File: config.mk
export PLATFORM = sky130hd
export DESIGN_NAME = quad_bounding_box_iou
export DESIGN_NICKNAME = d
export VERILOG_FILES = /design/src/rtl/qbi_pkg.sv /design/src/rtl/qbi_fifo.sv /design/src/rtl/qbi_front.sv /design/src/rtl/qbi_back.sv /design/src/rtl/quad_bounding_box_iou.sv
export SDC_FILE = /design/constraint.sdc
export NUM_CORES = 2
export LEC_CHECK = 0
export BUFFER_PORTS_ARGS = -buffer_cell sky130_fd_sc_hd__buf_2
export CORE_MARGIN = 2
export CORE_UTILIZATION = 40
export CTS_BUF_LIST = sky130_fd_sc_hd__clkbuf_4 sky130_fd_sc_hd__clkbuf_8 sky130_fd_sc_hd__clkbuf_16
export DETAILED_ROUTE_END_ITERATION = 10
export GPL_ROUTABILITY_DRIVEN = 0
export PLACE_DENSITY_LB_ADDON = 0.15
export SYNTH_ARGS = -nofsm -noshare
export SYNTH_HDL_FRONTEND = slang
export SYNTH_SLANG_ARGS = --single-unit
File: constraint.sdc
create_clock -name clk -period 7.5 [get_ports clk]
set_input_delay 0.75 -clock clk [delete_from_list [all_inputs] [get_ports clk]]
set_output_delay 0.75 -clock clk [all_outputs]
set_load 0.01 [all_outputs]
File: src/rtl/qbi_pkg.sv
`timescale 1ns / 1ps

package qbi_pkg;

  // default geometry: 16-bit signed coordinates, Q1.16 ratio
  localparam int unsigned COORD_BITS_DEFAULT = 16;
  localparam int unsigned FRAC_BITS_DEFAULT  = 16;

  // entries in the queue between the geometry front and the divider
  localparam int unsigned QUEUE_DEPTH = 2;

endpackage

File: src/rtl/qbi_fifo.sv
`timescale 1ns / 1ps

module qbi_fifo #(
  parameter int unsigned WIDTH = 4 * qbi_pkg::COORD_BITS_DEFAULT + 2,
  parameter int unsigned DEPTH = qbi_pkg::QUEUE_DEPTH
) (
  input  logic             clk,
  input  logic             rst,
  input  logic             wr_en,
  input  logic [WIDTH-1:0] wr_data,
  output logic             full,
  input  logic             rd_en,
  output logic [WIDTH-1:0] rd_data,
  output logic             empty
);

  localparam int unsigned PW = (DEPTH > 1) ? $clog2(DEPTH) : 1;
  localparam int unsigned CW = $clog2(DEPTH + 1);

  logic [WIDTH-1:0] slots [DEPTH];
  logic [PW-1:0]    wr_ptr;
  logic [PW-1:0]    rd_ptr;
  logic [CW-1:0]    count;
  logic             do_wr;
  logic             do_rd;

  assign full    = (count == CW'(DEPTH));
  assign empty   = (count == '0);
  assign do_wr   = wr_en && !full;
  assign do_rd   = rd_en && !empty;
  assign rd_data = slots[rd_ptr];

  always_ff @(posedge clk) begin
    if (do_wr) begin
      slots[wr_ptr] <= wr_data;
    end
  end

  always_ff @(posedge clk) begin
    if (rst) begin
      wr_ptr <= '0;
      rd_ptr <= '0;
      count  <= '0;
    end else begin
      if (do_wr) begin
        wr_ptr <= (wr_ptr == PW'(DEPTH - 1)) ? '0 : wr_ptr + 1'b1;
      end
      if (do_rd) begin
        rd_ptr <= (rd_ptr == PW'(DEPTH - 1)) ? '0 : rd_ptr + 1'b1;
      end
      if (do_wr && !do_rd) begin
        count <= count + 1'b1;
      end else if (do_rd && !do_wr) begin
        count <= count - 1'b1;
      end
    end
  end

endmodule

File: src/rtl/qbi_front.sv
`timescale 1ns / 1ps

module qbi_front #(
  parameter int unsigned COORD_BITS = qbi_pkg::COORD_BITS_DEFAULT
) (
  input  logic                         clk,
  input  logic                         rst,
  // request side
  input  logic                         push,
  output logic                         full,
  input  logic signed [COORD_BITS-1:0] corner0_x,
  input  logic signed [COORD_BITS-1:0] corner0_y,
  input  logic signed [COORD_BITS-1:0] corner1_x,
  input  logic signed [COORD_BITS-1:0] corner1_y,
  input  logic signed [COORD_BITS-1:0] corner2_x,
  input  logic signed [COORD_BITS-1:0] corner2_y,
  input  logic signed [COORD_BITS-1:0] corner3_x,
  input  logic signed [COORD_BITS-1:0] corner3_y,
  input  logic                         is_second,
  // queue side: {overlap, union, degenerate}
  output logic                         q_push,
  output logic [4*COORD_BITS+1:0]      q_data,
  input  logic                         q_full
);

  localparam int unsigned C = COORD_BITS;

  localparam logic [2:0] F_IDLE  = 3'd0;
  localparam logic [2:0] F_BOX   = 3'd1;
  localparam logic [2:0] F_AREA  = 3'd2;
  localparam logic [2:0] F_SPLIT = 3'd3;
  localparam logic [2:0] F_UNION = 3'd4;
  localparam logic [2:0] F_PUSH  = 3'd5;

  logic [2:0] state;
  logic [2:0] state_next;

  // captured request
  logic signed [C-1:0] cx [4];
  logic signed [C-1:0] cy [4];
  logic                second;

  // box of the current quad
  logic signed [C-1:0] bminx, bmaxx, bminy, bmaxy;
  logic [C-1:0]        dx, dy;
  // overlap with the held box
  logic [C-1:0]        ow, oh;
  logic                ov;
  // held quad
  logic signed [C-1:0] hminx, hmaxx, hminy, hmaxy;
  logic [2*C-1:0]      held_area;
  // results of the compare path
  logic [2*C-1:0]      area;
  logic [2*C-1:0]      inter;
  logic [2*C:0]        uni;
  logic                degen;

  // shared multiplier
  logic [C-1:0]        mul_a, mul_b;
  logic [2*C-1:0]      prod;

  // combinational helpers
  logic signed [C-1:0] wminx, wmaxx, wminy, wmaxy;
  logic signed [C:0]   ddx, ddy;
  logic [C:0]          adx, ady;
  logic signed [C-1:0] xl, xr, yb, yt;
  logic signed [C:0]   owd, ohd;
  logic signed [2*C+1:0] uni_w;
  logic                  degen_w;

  assign full   = (state != F_IDLE);
  assign q_push = (state == F_PUSH);
  assign q_data = {inter, uni, degen};

  always_comb begin
    wminx = cx[0];
    wmaxx = cx[0];
    wminy = cy[0];
    wmaxy = cy[0];
    for (int i = 1; i < 4; i++) begin
      if (cx[i] < wminx) wminx = cx[i];
      if (cx[i] > wmaxx) wmaxx = cx[i];
      if (cy[i] < wminy) wminy = cy[i];
      if (cy[i] > wmaxy) wmaxy = cy[i];
    end
  end

  // side lengths from corner 0 to corner 2
  assign ddx = {cx[2][C-1], cx[2]} - {cx[0][C-1], cx[0]};
  assign ddy = {cy[2][C-1], cy[2]} - {cy[0][C-1], cy[0]};
  assign adx = ddx[C] ? (~ddx + 1'b1) : ddx;
  assign ady = ddy[C] ? (~ddy + 1'b1) : ddy;

  assign xl  = (hminx > bminx) ? hminx : bminx;
  assign xr  = (hmaxx < bmaxx) ? hmaxx : bmaxx;
  assign yb  = (hminy > bminy) ? hminy : bminy;
  assign yt  = (hmaxy < bmaxy) ? hmaxy : bmaxy;
  assign owd = {xr[C-1], xr} - {xl[C-1], xl};
  assign ohd = {yt[C-1], yt} - {yb[C-1], yb};

  // prod holds the overlap area while in F_UNION
  assign uni_w   = $signed({2'b00, held_area}) + $signed({2'b00, area})
                 - $signed({2'b00, prod});
  assign degen_w = uni_w[2*C+1] || (uni_w == '0);

  assign mul_a = (state == F_SPLIT) ? (ov ? ow : '0) : dx;
  assign mul_b = (state == F_SPLIT) ? (ov ? oh : '0) : dy;

  always_ff @(posedge clk) begin
    prod <= {{C{1'b0}}, mul_a} * {{C{1'b0}}, mul_b};
  end

  always_comb begin
    state_next = state;
    unique case (state)
      F_IDLE:  if (push) state_next = F_BOX;
      F_BOX:   state_next = F_AREA;
      F_AREA:  state_next = F_SPLIT;
      F_SPLIT: state_next = second ? F_UNION : F_IDLE;
      F_UNION: state_next = F_PUSH;
      F_PUSH:  if (!q_full) state_next = F_IDLE;
      default: state_next = F_IDLE;
    endcase
  end

  always_ff @(posedge clk) begin
    if (rst) begin
      state <= F_IDLE;
    end else begin
      state <= state_next;
    end
  end

  // held box and area
  always_ff @(posedge clk) begin
    if (rst) begin
      hminx     <= '0;
      hmaxx     <= '0;
      hminy     <= '0;
      hmaxy     <= '0;
      held_area <= '0;
    end else if (state == F_SPLIT && !second) begin
      hminx     <= bminx;
      hmaxx     <= bmaxx;
      hminy     <= bminy;
      hmaxy     <= bmaxy;
      held_area <= prod;
    end
  end

  // datapath
  always_ff @(posedge clk) begin
    if (state == F_IDLE && push) begin
      cx[0]  <= corner0_x;
      cy[0]  <= corner0_y;
      cx[1]  <= corner1_x;
      cy[1]  <= corner1_y;
      cx[2]  <= corner2_x;
      cy[2]  <= corner2_y;
      cx[3]  <= corner3_x;
      cy[3]  <= corner3_y;
      second <= is_second;
    end
    if (state == F_BOX) begin
      bminx <= wminx;
      bmaxx <= wmaxx;
      bminy <= wminy;
      bmaxy <= wmaxy;
      dx    <= adx[C-1:0];
      dy    <= ady[C-1:0];
    end
    if (state == F_AREA) begin
      ow <= owd[C-1:0];
      oh <= ohd[C-1:0];
      ov <= (xr > xl) && (yt > yb);
    end
    if (state == F_SPLIT) begin
      area <= prod;
    end
    if (state == F_UNION) begin
      inter <= prod;
      degen <= degen_w;
      uni   <= degen_w ? '0 : uni_w[2*C:0];
    end
  end

endmodule

File: src/rtl/qbi_back.sv
`timescale 1ns / 1ps

module qbi_back #(
  parameter int unsigned COORD_BITS = qbi_pkg::COORD_BITS_DEFAULT,
  parameter int unsigned FRAC_BITS  = qbi_pkg::FRAC_BITS_DEFAULT
) (
  input  logic                      clk,
  input  logic                      rst,
  // queue side
  input  logic                      q_empty,
  input  logic [4*COORD_BITS+1:0]   q_data,
  output logic                      q_pop,
  // result side
  output logic                      empty,
  input  logic                      pop,
  output logic [FRAC_BITS:0]        iou_ratio,
  output logic [2*COORD_BITS-1:0]   overlap_area,
  output logic [2*COORD_BITS:0]     union_area,
  output logic                      union_degenerate
);

  localparam int unsigned C  = COORD_BITS;
  localparam int unsigned F  = FRAC_BITS;
  localparam int unsigned CW = $clog2(F + 1);
  localparam logic [F:0]  ONE = {1'b1, {F{1'b0}}};

  localparam logic [1:0] B_IDLE  = 2'd0;
  localparam logic [1:0] B_CHECK = 2'd1;
  localparam logic [1:0] B_DIV   = 2'd2;
  localparam logic [1:0] B_DONE  = 2'd3;

  logic [1:0]     state;
  logic [1:0]     state_next;
  logic [2*C-1:0] inter;
  logic [2*C:0]   uni;
  logic           degen;
  logic [2*C+1:0] rem;
  logic [F:0]     quo;
  logic           sat;
  logic [CW-1:0]  cnt;
  logic           out_valid;

  logic [2*C+1:0] inter_ext;
  logic [2*C+1:0] twice;
  logic           sat_w;
  logic [2*C+2:0] diff;
  logic           ge;
  logic [2*C+1:0] rem_sel;
  logic           load;
  logic [F:0]     ratio_w;

  assign q_pop     = (state == B_IDLE) && !q_empty;
  assign empty     = !out_valid;

  assign inter_ext = {2'b00, inter};
  assign twice     = {uni, 1'b0};
  // a ratio of two or more cannot fit the quotient register
  assign sat_w     = !degen && (inter_ext >= twice);

  // one restoring step: compare, subtract, shift
  assign diff      = {1'b0, rem} - {2'b00, uni};
  assign ge        = !diff[2*C+2];
  assign rem_sel   = ge ? diff[2*C+1:0] : rem;

  assign load      = (state == B_DONE) && (!out_valid || pop);
  assign ratio_w   = degen ? '0 :
                     (sat || (quo[F] && (|quo[F-1:0]))) ? ONE : quo;

  always_comb begin
    state_next = state;
    unique case (state)
      B_IDLE:  if (!q_empty) state_next = B_CHECK;
      B_CHECK: state_next = (degen || sat_w) ? B_DONE : B_DIV;
      B_DIV:   if (cnt == CW'(F)) state_next = B_DONE;
      B_DONE:  if (load) state_next = B_IDLE;
      default: state_next = B_IDLE;
    endcase
  end

  always_ff @(posedge clk) begin
    if (rst) begin
      state     <= B_IDLE;
      out_valid <= 1'b0;
    end else begin
      state <= state_next;
      if (load) begin
        out_valid <= 1'b1;
      end else if (pop) begin
        out_valid <= 1'b0;
      end
    end
  end

  always_ff @(posedge clk) begin
    if (q_pop) begin
      inter <= q_data[4*C+1 -: 2*C];
      uni   <= q_data[2*C+1:1];
      degen <= q_data[0];
    end
    if (state == B_CHECK) begin
      sat <= sat_w;
      quo <= '0;
      rem <= inter_ext;
      cnt <= '0;
    end
    if (state == B_DIV) begin
      quo <= {quo[F-1:0], ge};
      rem <= {rem_sel[2*C:0], 1'b0};
      cnt <= cnt + 1'b1;
    end
    if (load) begin
      iou_ratio        <= ratio_w;
      overlap_area     <= inter;
      union_area       <= uni;
      union_degenerate <= degen;
    end
  end

endmodule

File: src/rtl/quad_bounding_box_iou.sv
`timescale 1ns / 1ps

// Channel   Handshake        Payload
// request   push / full      corner0_x .. corner3_y, is_second
// result    pop / empty      iou_ratio, overlap_area, union_area, union_degenerate
//
// A request passes the front's box, area and split states, and with is_second
// high also the union state and the hand-off to the queue; the one multiplier
// there is shared between the area and the overlap. The divider pops a new entry
// only once the last is through: pop, check, one restoring step per quotient
// bit and the hand-off to the result register, so at the default it sets the
// sustained rate of compare requests. A degenerate union, or an overlap of twice
// the union or more, skips the divide and goes straight to the hand-off.
// rst is synchronous and clears the held box and area to zero and empties
// everything. A result waiting on the ports does not stop new requests: the
// queue and the divider keep absorbing work until both are full.
module quad_bounding_box_iou #(
  parameter int unsigned COORD_BITS = qbi_pkg::COORD_BITS_DEFAULT,
  parameter int unsigned FRAC_BITS  = qbi_pkg::FRAC_BITS_DEFAULT
) (
  input  logic                         clk,
  input  logic                         rst,
  input  logic                         push,
  output logic                         full,
  input  logic signed [COORD_BITS-1:0] corner0_x,
  input  logic signed [COORD_BITS-1:0] corner0_y,
  input  logic signed [COORD_BITS-1:0] corner1_x,
  input  logic signed [COORD_BITS-1:0] corner1_y,
  input  logic signed [COORD_BITS-1:0] corner2_x,
  input  logic signed [COORD_BITS-1:0] corner2_y,
  input  logic signed [COORD_BITS-1:0] corner3_x,
  input  logic signed [COORD_BITS-1:0] corner3_y,
  input  logic                         is_second,
  output logic                         empty,
  input  logic                         pop,
  output logic [FRAC_BITS:0]           iou_ratio,
  output logic [2*COORD_BITS-1:0]      overlap_area,
  output logic [2*COORD_BITS:0]        union_area,
  output logic                         union_degenerate
);

  // queue entry: overlap area, clamped union, degenerate flag
  localparam int unsigned QW = 4 * COORD_BITS + 2;

  logic          fq_push;
  logic [QW-1:0] fq_wdata;
  logic          fq_full;
  logic          fq_pop;
  logic [QW-1:0] fq_rdata;
  logic          fq_empty;

  // front: bounding boxes, areas, overlap and union; holds the first quad
  qbi_front #(
    .COORD_BITS (COORD_BITS)
  ) u_front (
    .clk       (clk),
    .rst       (rst),
    .push      (push),
    .full      (full),
    .corner0_x (corner0_x),
    .corner0_y (corner0_y),
    .corner1_x (corner1_x),
    .corner1_y (corner1_y),
    .corner2_x (corner2_x),
    .corner2_y (corner2_y),
    .corner3_x (corner3_x),
    .corner3_y (corner3_y),
    .is_second (is_second),
    .q_push    (fq_push),
    .q_data    (fq_wdata),
    .q_full    (fq_full)
  );

  // short queue so the front can take the next request during a divide
  qbi_fifo #(
    .WIDTH (QW),
    .DEPTH (qbi_pkg::QUEUE_DEPTH)
  ) u_queue (
    .clk     (clk),
    .rst     (rst),
    .wr_en   (fq_push),
    .wr_data (fq_wdata),
    .full    (fq_full),
    .rd_en   (fq_pop),
    .rd_data (fq_rdata),
    .empty   (fq_empty)
  );

  // back: saturating fractional divide and the result register
  qbi_back #(
    .COORD_BITS (COORD_BITS),
    .FRAC_BITS  (FRAC_BITS)
  ) u_back (
    .clk              (clk),
    .rst              (rst),
    .q_empty          (fq_empty),
    .q_data           (fq_rdata),
    .q_pop            (fq_pop),
    .empty            (empty),
    .pop              (pop),
    .iou_ratio        (iou_ratio),
    .overlap_area     (overlap_area),
    .union_area       (union_area),
    .union_degenerate (union_degenerate)
  );

endmodule

After elaboration in Yosys (flattened, before gate mapping)
Memory sizes are Yosys's and may differ from the RTL's. A register that Yosys moved wholly into a read port is not among the register bits.
Cells that the tools add are included.
{ "totals": {"n_memories": 3, "word_cells": 174, "mem_bits_rw": 260, "input_bits": 133, "out_inout_bits": 85, "register_bits": 506} }
{ "op_classes": {"add_sub_neg": 14, "mul": 1, "n_mux": 49, "magnitude_cmp": 19, "bitwise_logic": 2, "n_reduce_logical": 35, "eq_ne": 15} }
{ "mem_list": {"columns": ["name", "depth", "word_bits", "rd", "rd_ports_with_merged_regs", "wr", "line", "source"], "rows": [
  ["u_queue.slots", 2, 66, 1, 1, 1, "qbi_fifo.sv:20", "logic [WIDTH-1:0] slots [DEPTH];"],
  ["u_front.cx", 4, 16, 4, 0, 4, "qbi_front.sv:39", "logic signed [C-1:0] cx [4];"],
  ["u_front.cy", 4, 16, 4, 0, 4, "qbi_front.sv:40", "logic signed [C-1:0] cy [4];"]
]} }
{ "op_table": {"columns": ["operator", "n"], "rows": [
  ["16-bit 2-to-1 mux", 22],
  ["16-bit greater-than comparator", 10],
  ["16-bit < comparator", 8],
  ["34-bit 2-to-1 mux", 2],
  ["17-bit 2-to-1 mux", 3],
  ["34-bit by 33-bit subtractor with 35-bit output", 1],
  ["32-bit by 34-bit greater-or-equal comparator with 1-bit output", 1],
  ["34-bit zero test", 1],
  ["16-bit by 16-bit subtractor with 17-bit output", 2],
  ["34-bit by 33-bit subtractor with 34-bit output", 1],
  ["32-bit by 32-bit adder with 33-bit output", 1],
  ["33-bit 2-to-1 mux", 1],
  ["16-bit by 1-bit adder with 16-bit output (second input constant)", 2],
  ["16-bit by 16-bit multiplier with 32-bit output", 1],
  ["16-bit inverter", 2],
  ["16-bit subtractor", 2],
  ["3-bit case mux with 6 select lines", 1],
  ["16-bit OR reduction", 1],
  ["1-bit logical AND", 11],
  ["2-bit 2-to-1 mux", 5],
  ["5-bit 2-to-1 mux", 2],
  ["1-bit 2-to-1 mux", 9],
  ["3-bit 2-to-1 mux", 3],
  ["1-bit zero test", 8],
  ["21 further kinds", 35]
]} }

Depth between registers and ports, before layout
{ "logic_depth": {"ltp_word": 7, "mapped_depth": 39, "depth_no_buf": 34} }

Modules after synthesis
A second synthesis with hierarchy kept.
{ "hier_totals": {"hier_cells": 4868, "hier_area_um2": 52889.5} }
{ "by_module_without_submodules": {"columns": ["mod", "instances", "seq_area_each_um2", "area_per_inst_um2", "cells_per_inst"], "rows": [
  ["qbi_front", 1, 13312.8, 37906.4, 3907],
  ["qbi_back", 1, 6236.0, 9995.8, 731],
  ["qbi_fifo", 1, 4063.9, 4987.3, 230]
]} }

Worst setup path after synthesis
Ideal clock, no wire load.
{ "synth_path": {"path_type": "register to register", "start": "reg u_front.state[0]", "end": "reg u_front.bmaxx[0], enable pin", "n_path_buf": 1, "setup_time_ns": 0.688, "required_ns": 6.812, "stages_incl_launch_ff": 3, "arrival_ns": 7.543, "period_less_slack_ns": 8.231, "slack_ns": -0.731, "path_cell_list": "dfxtp_1 > clkbuf_1 > nor3b_1"} }
{ "synth_between": {"elab_chain_cells": 1} }
{ "synth_rtl": {"columns": ["item", "line", "source"], "rows": [
  ["from (decl)", "qbi_front.sv:35", "logic [2:0] state;"],
  ["from (signal assigned)", "qbi_front.sv:130", "state <= state_next;"],
  ["3-bit by 1-bit == test with 1-bit output", "qbi_front.sv:164", "if (state == F_BOX) begin"],
  ["to (signal assigned)", "qbi_front.sv:166", "bmaxx <= wmaxx;"],
  ["to (decl)", "qbi_front.sv:44", "logic signed [C-1:0] bminx, bmaxx, bminy, bmaxy;"]
]} }
Every way passes these cells.
A chain may end at the register's enable or synchronous reset.

Final worst setup path
{ "layout_path": {"start": "reg u_front.state[2]", "end": "reg u_front.prod[31]"} }
{ "layout_between": {"elab_chain_cells": 3, "word_cells_on_any_way": 4, "cone_classes": "mul (1); eq/ne (1); mux (2)"} }
{ "layout_rtl": {"columns": ["item", "line", "source"], "rows": [
  ["3-bit by 2-bit == test with 1-bit output *", "qbi_front.sv:106, qbi_front.sv:107", null],
  ["16-bit 2-to-1 mux, on equally long branches", "qbi_front.sv:106, qbi_front.sv:107", null],
  ["16-bit by 16-bit multiplier with 32-bit output *", "qbi_front.sv:110", "prod <= {{C{1'b0}}, mul_a} * {{C{1'b0}}, mul_b};"],
  ["to (signal assigned)", "qbi_front.sv:110", null],
  ["to (decl)", "qbi_front.sv:60", "logic [2*C-1:0] prod;"]
]} }
Mark *: on every way between the ends. The rest lies on a longest branch, timed or not.

==> report_table.html <==
<table>
<tr><th>Metric</th><th>Value</th></tr>
<tr><th colspan="2">Worst setup path</th></tr>
<tr><td>Worst Setup Path Type</td><td>flop to flop</td></tr>
<tr><td>Critical R2R Launch</td><td>u_front.state[2]$_SDFFE_PP0P_</td></tr>
<tr><td>Arrival time reported for the critical path endpoint</td><td>around 7.7 ns</td></tr>
<tr><td>Flop-to-flop setup slack</td><td>between 0.3 and 0.4 ns</td></tr>
<tr><td>Critical path endpoint category</td><td>flop</td></tr>
<tr><td>Reg-to-Reg End</td><td>u_front.prod[31]$_DFF_P_</td></tr>
<tr><td>Startpoint types</td><td>flop</td></tr>
<tr><td>Worst reg-to-reg path cell count</td><td>25</td></tr>
<tr><td>Data required time at the worst endpoint</td><td>between 8 and 9 ns</td></tr>
<tr><td>Maximum fanout along the worst path</td><td>8</td></tr>
<tr><th colspan="2">Logic synthesis</th></tr>
<tr><td>Area contributors post-synth</td><td>sky130_fd_sc_hd__edfxtp_1, sky130_fd_sc_hd__ha_1, sky130_fd_sc_hd__fa_1, sky130_fd_sc_hd__dfxtp_1, sky130_fd_sc_hd__inv_1</td></tr>
<tr><td>Post-synthesis cell count</td><td>4949</td></tr>
<tr><td>Warnings, synthesis</td><td>0</td></tr>
<tr><td>Ys async rst share</td><td>0</td></tr>
<tr><td>Post-synth EDFFs</td><td>693</td></tr>
<tr><td>Number of nets produced by synthesis</td><td>~5800</td></tr>
<tr><td>Avg Cell Area, Syn</td><td>roughly 11 um^2</td></tr>
<tr><td>Top-count cell post-synth</td><td>sky130_fd_sc_hd__edfxtp_1</td></tr>
<tr><td>Leading register cell type out of synthesis</td><td>sky130_fd_sc_hd__edfxtp_1</td></tr>
<tr><td>Synth cell types</td><td>just over 90</td></tr>
<tr><td>Portion of the post-synthesis area used by sequential elements</td><td>0.4419</td></tr>
<tr><td>Synthesized flop and latch total</td><td>approximately 830</td></tr>
<tr><td>Area leader, netlist</td><td>sky130_fd_sc_hd__edfxtp_1</td></tr>
<tr><td>Post-synthesis cell area</td><td>53390 um^2</td></tr>
<tr><td>Synth top cells by count</td><td>sky130_fd_sc_hd__edfxtp_1, sky130_fd_sc_hd__inv_1, sky130_fd_sc_hd__nand2_1, sky130_fd_sc_hd__ha_1, sky130_fd_sc_hd__a21oi_1</td></tr>
<tr><td>Proportion of netlist area held by the largest area contributor</td><td>0.3898</td></tr>
<tr><th colspan="2">Clock network</th></tr>
<tr><td>Clk pin slew, worst setup/hold paths</td><td>~0.06 ns</td></tr>
<tr><td>H-tree level count</td><td>3</td></tr>
<tr><td>CTS sink count</td><td>about 830</td></tr>
<tr><td>TritonCTS clock tree</td><td>built</td></tr>
<tr><td>Number of buffers added to fix hold violations after cts</td><td>0</td></tr>
<tr><td>Number of buffers created by CTS</td><td>95</td></tr>
<tr><td>Maximum buffer depth of the clock tree</td><td>3</td></tr>
<tr><td>Later-pin clock latency in the skew report</td><td>between 0.7 and 0.8 ns</td></tr>
<tr><td>Clock tree root driver cell</td><td>sky130_fd_sc_hd__clkbuf_16</td></tr>
<tr><th colspan="2">Floorplanning</th></tr>
<tr><td>Full die area</td><td>~140000 um^2</td></tr>
<tr><td>Core Area</td><td>133000 um^2</td></tr>
<tr><td>Io pins</td><td>218</td></tr>
<tr><td>Site Rows</td><td>~130</td></tr>
<tr><td>Chip Width</td><td>~370 um</td></tr>
<tr><td>Initial core utilization</td><td>0.4016</td></tr>
<tr><td>Die boundary height</td><td>roughly 370 um</td></tr>
<tr><th colspan="2">Route</th></tr>
<tr><td>Number of detailed-routing iterations run before antenna repair</td><td>5</td></tr>
<tr><td>Average routed wire per standard cell</td><td>about 17 um</td></tr>
<tr><td>Overall via count from detail_route</td><td>approximately 36000</td></tr>
<tr><td>Routed Antenna Nets</td><td>0</td></tr>
<tr><td>Via count normalized by instance count</td><td>5.022</td></tr>
<tr><td>Number of DRC violations after detailed-routing iteration 0</td><td>about 1900</td></tr>
<tr><td>Drt drc</td><td>0</td></tr>
<tr><td>Detailed-route wire length</td><td>122.6 mm</td></tr>
<tr><th colspan="2">Global routing</th></tr>
<tr><td>Number of global-route vias before repair</td><td>36460</td></tr>
<tr><td>Overflow left after global routing</td><td>0</td></tr>
<tr><td>Antenna violations before repair</td><td>0</td></tr>
<tr><td>Global-route wire length before repair</td><td>196.8 mm</td></tr>
<tr><td>Maximum number of pins on one net before global-route repair</td><td>130</td></tr>
<tr><td>Global Route Usage Sum</td><td>0.1804</td></tr>
<tr><th colspan="2">Placement</th></tr>
<tr><td>Detailed-placement wirelength estimate</td><td>roughly 96 mm</td></tr>
<tr><td>Dpl cells</td><td>~7000</td></tr>
<tr><td>Buffers added on ports</td><td>roughly 220</td></tr>
<tr><th colspan="2">Run status</th></tr>
<tr><td>Status</td><td>finished, final reports clean</td></tr>
<tr><th colspan="2">Layout</th></tr>
<tr><td>Multi-input combinational cell area</td><td>between 20000 and 30000 um^2</td></tr>
<tr><td>Share of post-route cells with drive strength above 1</td><td>0.1360</td></tr>
<tr><td>Layout Nets</td><td>6104</td></tr>
<tr><td>Area taken by flip-flops and latches</td><td>around 24000 um^2</td></tr>
<tr><td>Layout overhead on the synthesized area</td><td>13.77%</td></tr>
<tr><td>Fill cells</td><td>about 12000</td></tr>
<tr><td>Post-route insts no fill</td><td>between 7000 and 8000</td></tr>
<tr><th colspan="2">STA</th></tr>
<tr><td>Least-Margin Pin Slew</td><td>0.9884 ns</td></tr>
<tr><td>Fin. max-slew vios</td><td>0</td></tr>
<tr><td>Number of hold violations in the final report</td><td>0</td></tr>
<tr><td>Summed negative setup slack over all endpoints</td><td>0 ns</td></tr>
<tr><td>Post-route clock skew</td><td>0.04909 ns</td></tr>
<tr><td>Crit path time final</td><td>7.102 ns</td></tr>
<tr><td>Max transition margin</td><td>0.3411</td></tr>
<tr><td>Max Fclk</td><td>between 100 and 150 MHz</td></tr>
<tr><td>Final-report setup violation count</td><td>0</td></tr>
<tr><td>Period Utilization, post-route</td><td>0.9470</td></tr>
<tr><th colspan="2">Job</th></tr>
<tr><td>Number of max-cap violations</td><td>0</td></tr>
<tr><th colspan="2">Min path</th></tr>
<tr><td>Hold Path End</td><td>u_front.second$_DFFE_PP_</td></tr>
<tr><td>Hold-critical path depth</td><td>1</td></tr>
<tr><td>Startpoint of the most critical hold path</td><td>is_second</td></tr>
<tr><td>Hold Path Class</td><td>input port to flop</td></tr>
</table>
sequential cells by signal, summed over array words and instances (netlist names), 17 cells and up:
register             flops
u_front.area            32
u_back.overlap_area     32
u_back.quo              17
u_back.uni              33
u_queue.slots          132
u_back.iou_ratio        17
u_back.union_area       33
u_front.prod            32
u_back.inter            32
u_front.inter           32
u_front.cy              64
u_front.uni             33
u_front.held_area       32
u_front.cx              64
u_back.rem              34
routing by layer:
| metal | GRT usage | vias to the layer above | part of all wire |
|---|---|---|---|
| met5 | 0 | - | 0 |
| met4 | 0.06468 | 0 | 0.037 |
| met3 | 0.02523 | 217 | 0.033 |
| met2 | 0.3096 | 643 | 0.48 |
| met1 | 0.2314 | 16770 | 0.45 |
| li1 | - | 18020 | - |
how the worst max path moves through the flow:
stage                                             start                           to  slack [ns]  depth (start not counted)
after floorplan           u_front.state[0]$_SDFFE_PP0P_     u_front.prod[31]$_DFF_P_         0.1                         28
after global placement    u_front.state[2]$_SDFFE_PP0P_     u_front.prod[31]$_DFF_P_       -0.23                         24
final                     u_front.state[2]$_SDFFE_PP0P_     u_front.prod[31]$_DFF_P_        0.40                         25
after CTS                 u_front.state[2]$_SDFFE_PP0P_     u_front.prod[31]$_DFF_P_        0.05                         26
after global routing         u_front.cx[0][1]$_DFFE_PP_  u_front.bmaxx[15]$_DFFE_PP_      -0.009                         36
after detailed placement  u_front.state[2]$_SDFFE_PP0P_     u_front.prod[31]$_DFF_P_       -0.33                         25
through the flow:
stage | utilization | hold slack (ns) | area (um^2) | worst slack [ns]
after floorplan | - | 0.4215 | 53400 | 0.09518
after global placement | 0.4290 | 0.4228 | 57040 | -0.2309
after detailed placement | 0.4290 | 0.4311 | 57040 | -0.3283
after CTS | 0.4541 | 0.1456 | 60370 | 0.04667
after global routing | 0.4569 | 0.1576 | 60740 | -0.008652
final | 0.4569 | 0.2048 | 60740 | 0.3977
cell families after synthesis:
kind of cell             count (synthesis)  synth area share
flip-flops                             832            0.4419
adder cells (fa/ha/maj)                723            0.1976
XOR/XNOR                               190           0.03117
AO/OA/AOI/OAI                          908            0.1077
buffers and inverters                  696           0.04966
AND/OR/NAND/NOR                       1312            0.1146
multiplexers                           288           0.05739
repair_timing:
item | in CTS | in global routing
gates resized for setup | 2 | 41
endpoints found under the hold margin | 0 | 0
cloned | 0 | 2
setup endpoints to repair | 4 | 52
pin swaps | 0 | 9
buffers inserted | 0 | 20
layout by cell type (no fill, tap or decap), types with 49 or more instances in the layout:
cell | netlist | routed
sky130_fd_sc_hd__edfxtp_1 | 693 | 693
sky130_fd_sc_hd__inv_1 | 564 | 561
sky130_fd_sc_hd__nand2_1 | 552 | 547
sky130_fd_sc_hd__ha_1 | 520 | 516
sky130_fd_sc_hd__a21oi_1 | 319 | 315
sky130_fd_sc_hd__nor2_1 | 262 | 259
sky130_fd_sc_hd__buf_2 | 7 | 216
sky130_fd_sc_hd__fa_1 | 201 | 201
sky130_fd_sc_hd__o21ai_0 | 170 | 166
sky130_fd_sc_hd__mux2i_1 | 146 | 144
sky130_fd_sc_hd__mux2_2 | 141 | 141
sky130_fd_sc_hd__xnor2_1 | 141 | 140
sky130_fd_sc_hd__dfxtp_1 | 139 | 138
sky130_fd_sc_hd__a21o_1 | 117 | 117
sky130_fd_sc_hd__buf_4 | 6 | 107
sky130_fd_sc_hd__clkbuf_16 | 0 | 99
sky130_fd_sc_hd__and2_1 | 76 | 75
sky130_fd_sc_hd__nor2b_1 | 70 | 68
sky130_fd_sc_hd__nand3_1 | 66 | 66
sky130_fd_sc_hd__nand4_1 | 62 | 62
sky130_fd_sc_hd__nor3_1 | 64 | 62
sky130_fd_sc_hd__nand2b_1 | 57 | 55
sky130_fd_sc_hd__xor2_1 | 49 | 49
layout make-up:
type / instances / area share
Timing Repair Buffer: 336 / 0.03475
Clock buffer: 126 / 0.04447
Sequential cell: 832 / 0.3884
Clock inverter: 51 / 0.01044
Antenna cell: 1 / 0.00004120
Tap cell: 1768 / 0.03642
Inverter: 564 / 0.03489
Multi-Input combinational cell: 3421 / 0.4506
worst max-delay path: stages (launching register included):
cell                       delay, ns
sky130_fd_sc_hd__dfxtp_1        0.31
sky130_fd_sc_hd__nand3b_1       0.20
sky130_fd_sc_hd__buf_6          0.18
sky130_fd_sc_hd__o21ai_2        0.46
sky130_fd_sc_hd__nand2_1        0.17
sky130_fd_sc_hd__fa_1           0.57
sky130_fd_sc_hd__inv_1          0.05
sky130_fd_sc_hd__fa_1           0.48
sky130_fd_sc_hd__inv_1          0.06
sky130_fd_sc_hd__fa_1           0.46
sky130_fd_sc_hd__fa_1           0.50
sky130_fd_sc_hd__inv_1          0.06
sky130_fd_sc_hd__fa_1           0.50
sky130_fd_sc_hd__fa_1           0.49
sky130_fd_sc_hd__ha_1           0.35
sky130_fd_sc_hd__o21ai_0        0.12
sky130_fd_sc_hd__a21boi_0       0.16
sky130_fd_sc_hd__a31oi_1        0.23
sky130_fd_sc_hd__a31oi_1        0.16
sky130_fd_sc_hd__o21bai_1       0.27
sky130_fd_sc_hd__a21o_1         0.22
sky130_fd_sc_hd__nor2_1         0.09
sky130_fd_sc_hd__or3_1          0.39
sky130_fd_sc_hd__a31oi_2        0.21
sky130_fd_sc_hd__o21ai_0        0.14
sky130_fd_sc_hd__xnor2_1        0.14
Power is left out: the tool's default activity adds up to more than one toggle a clock period on the data nets, which glitch-free logic cannot reach.
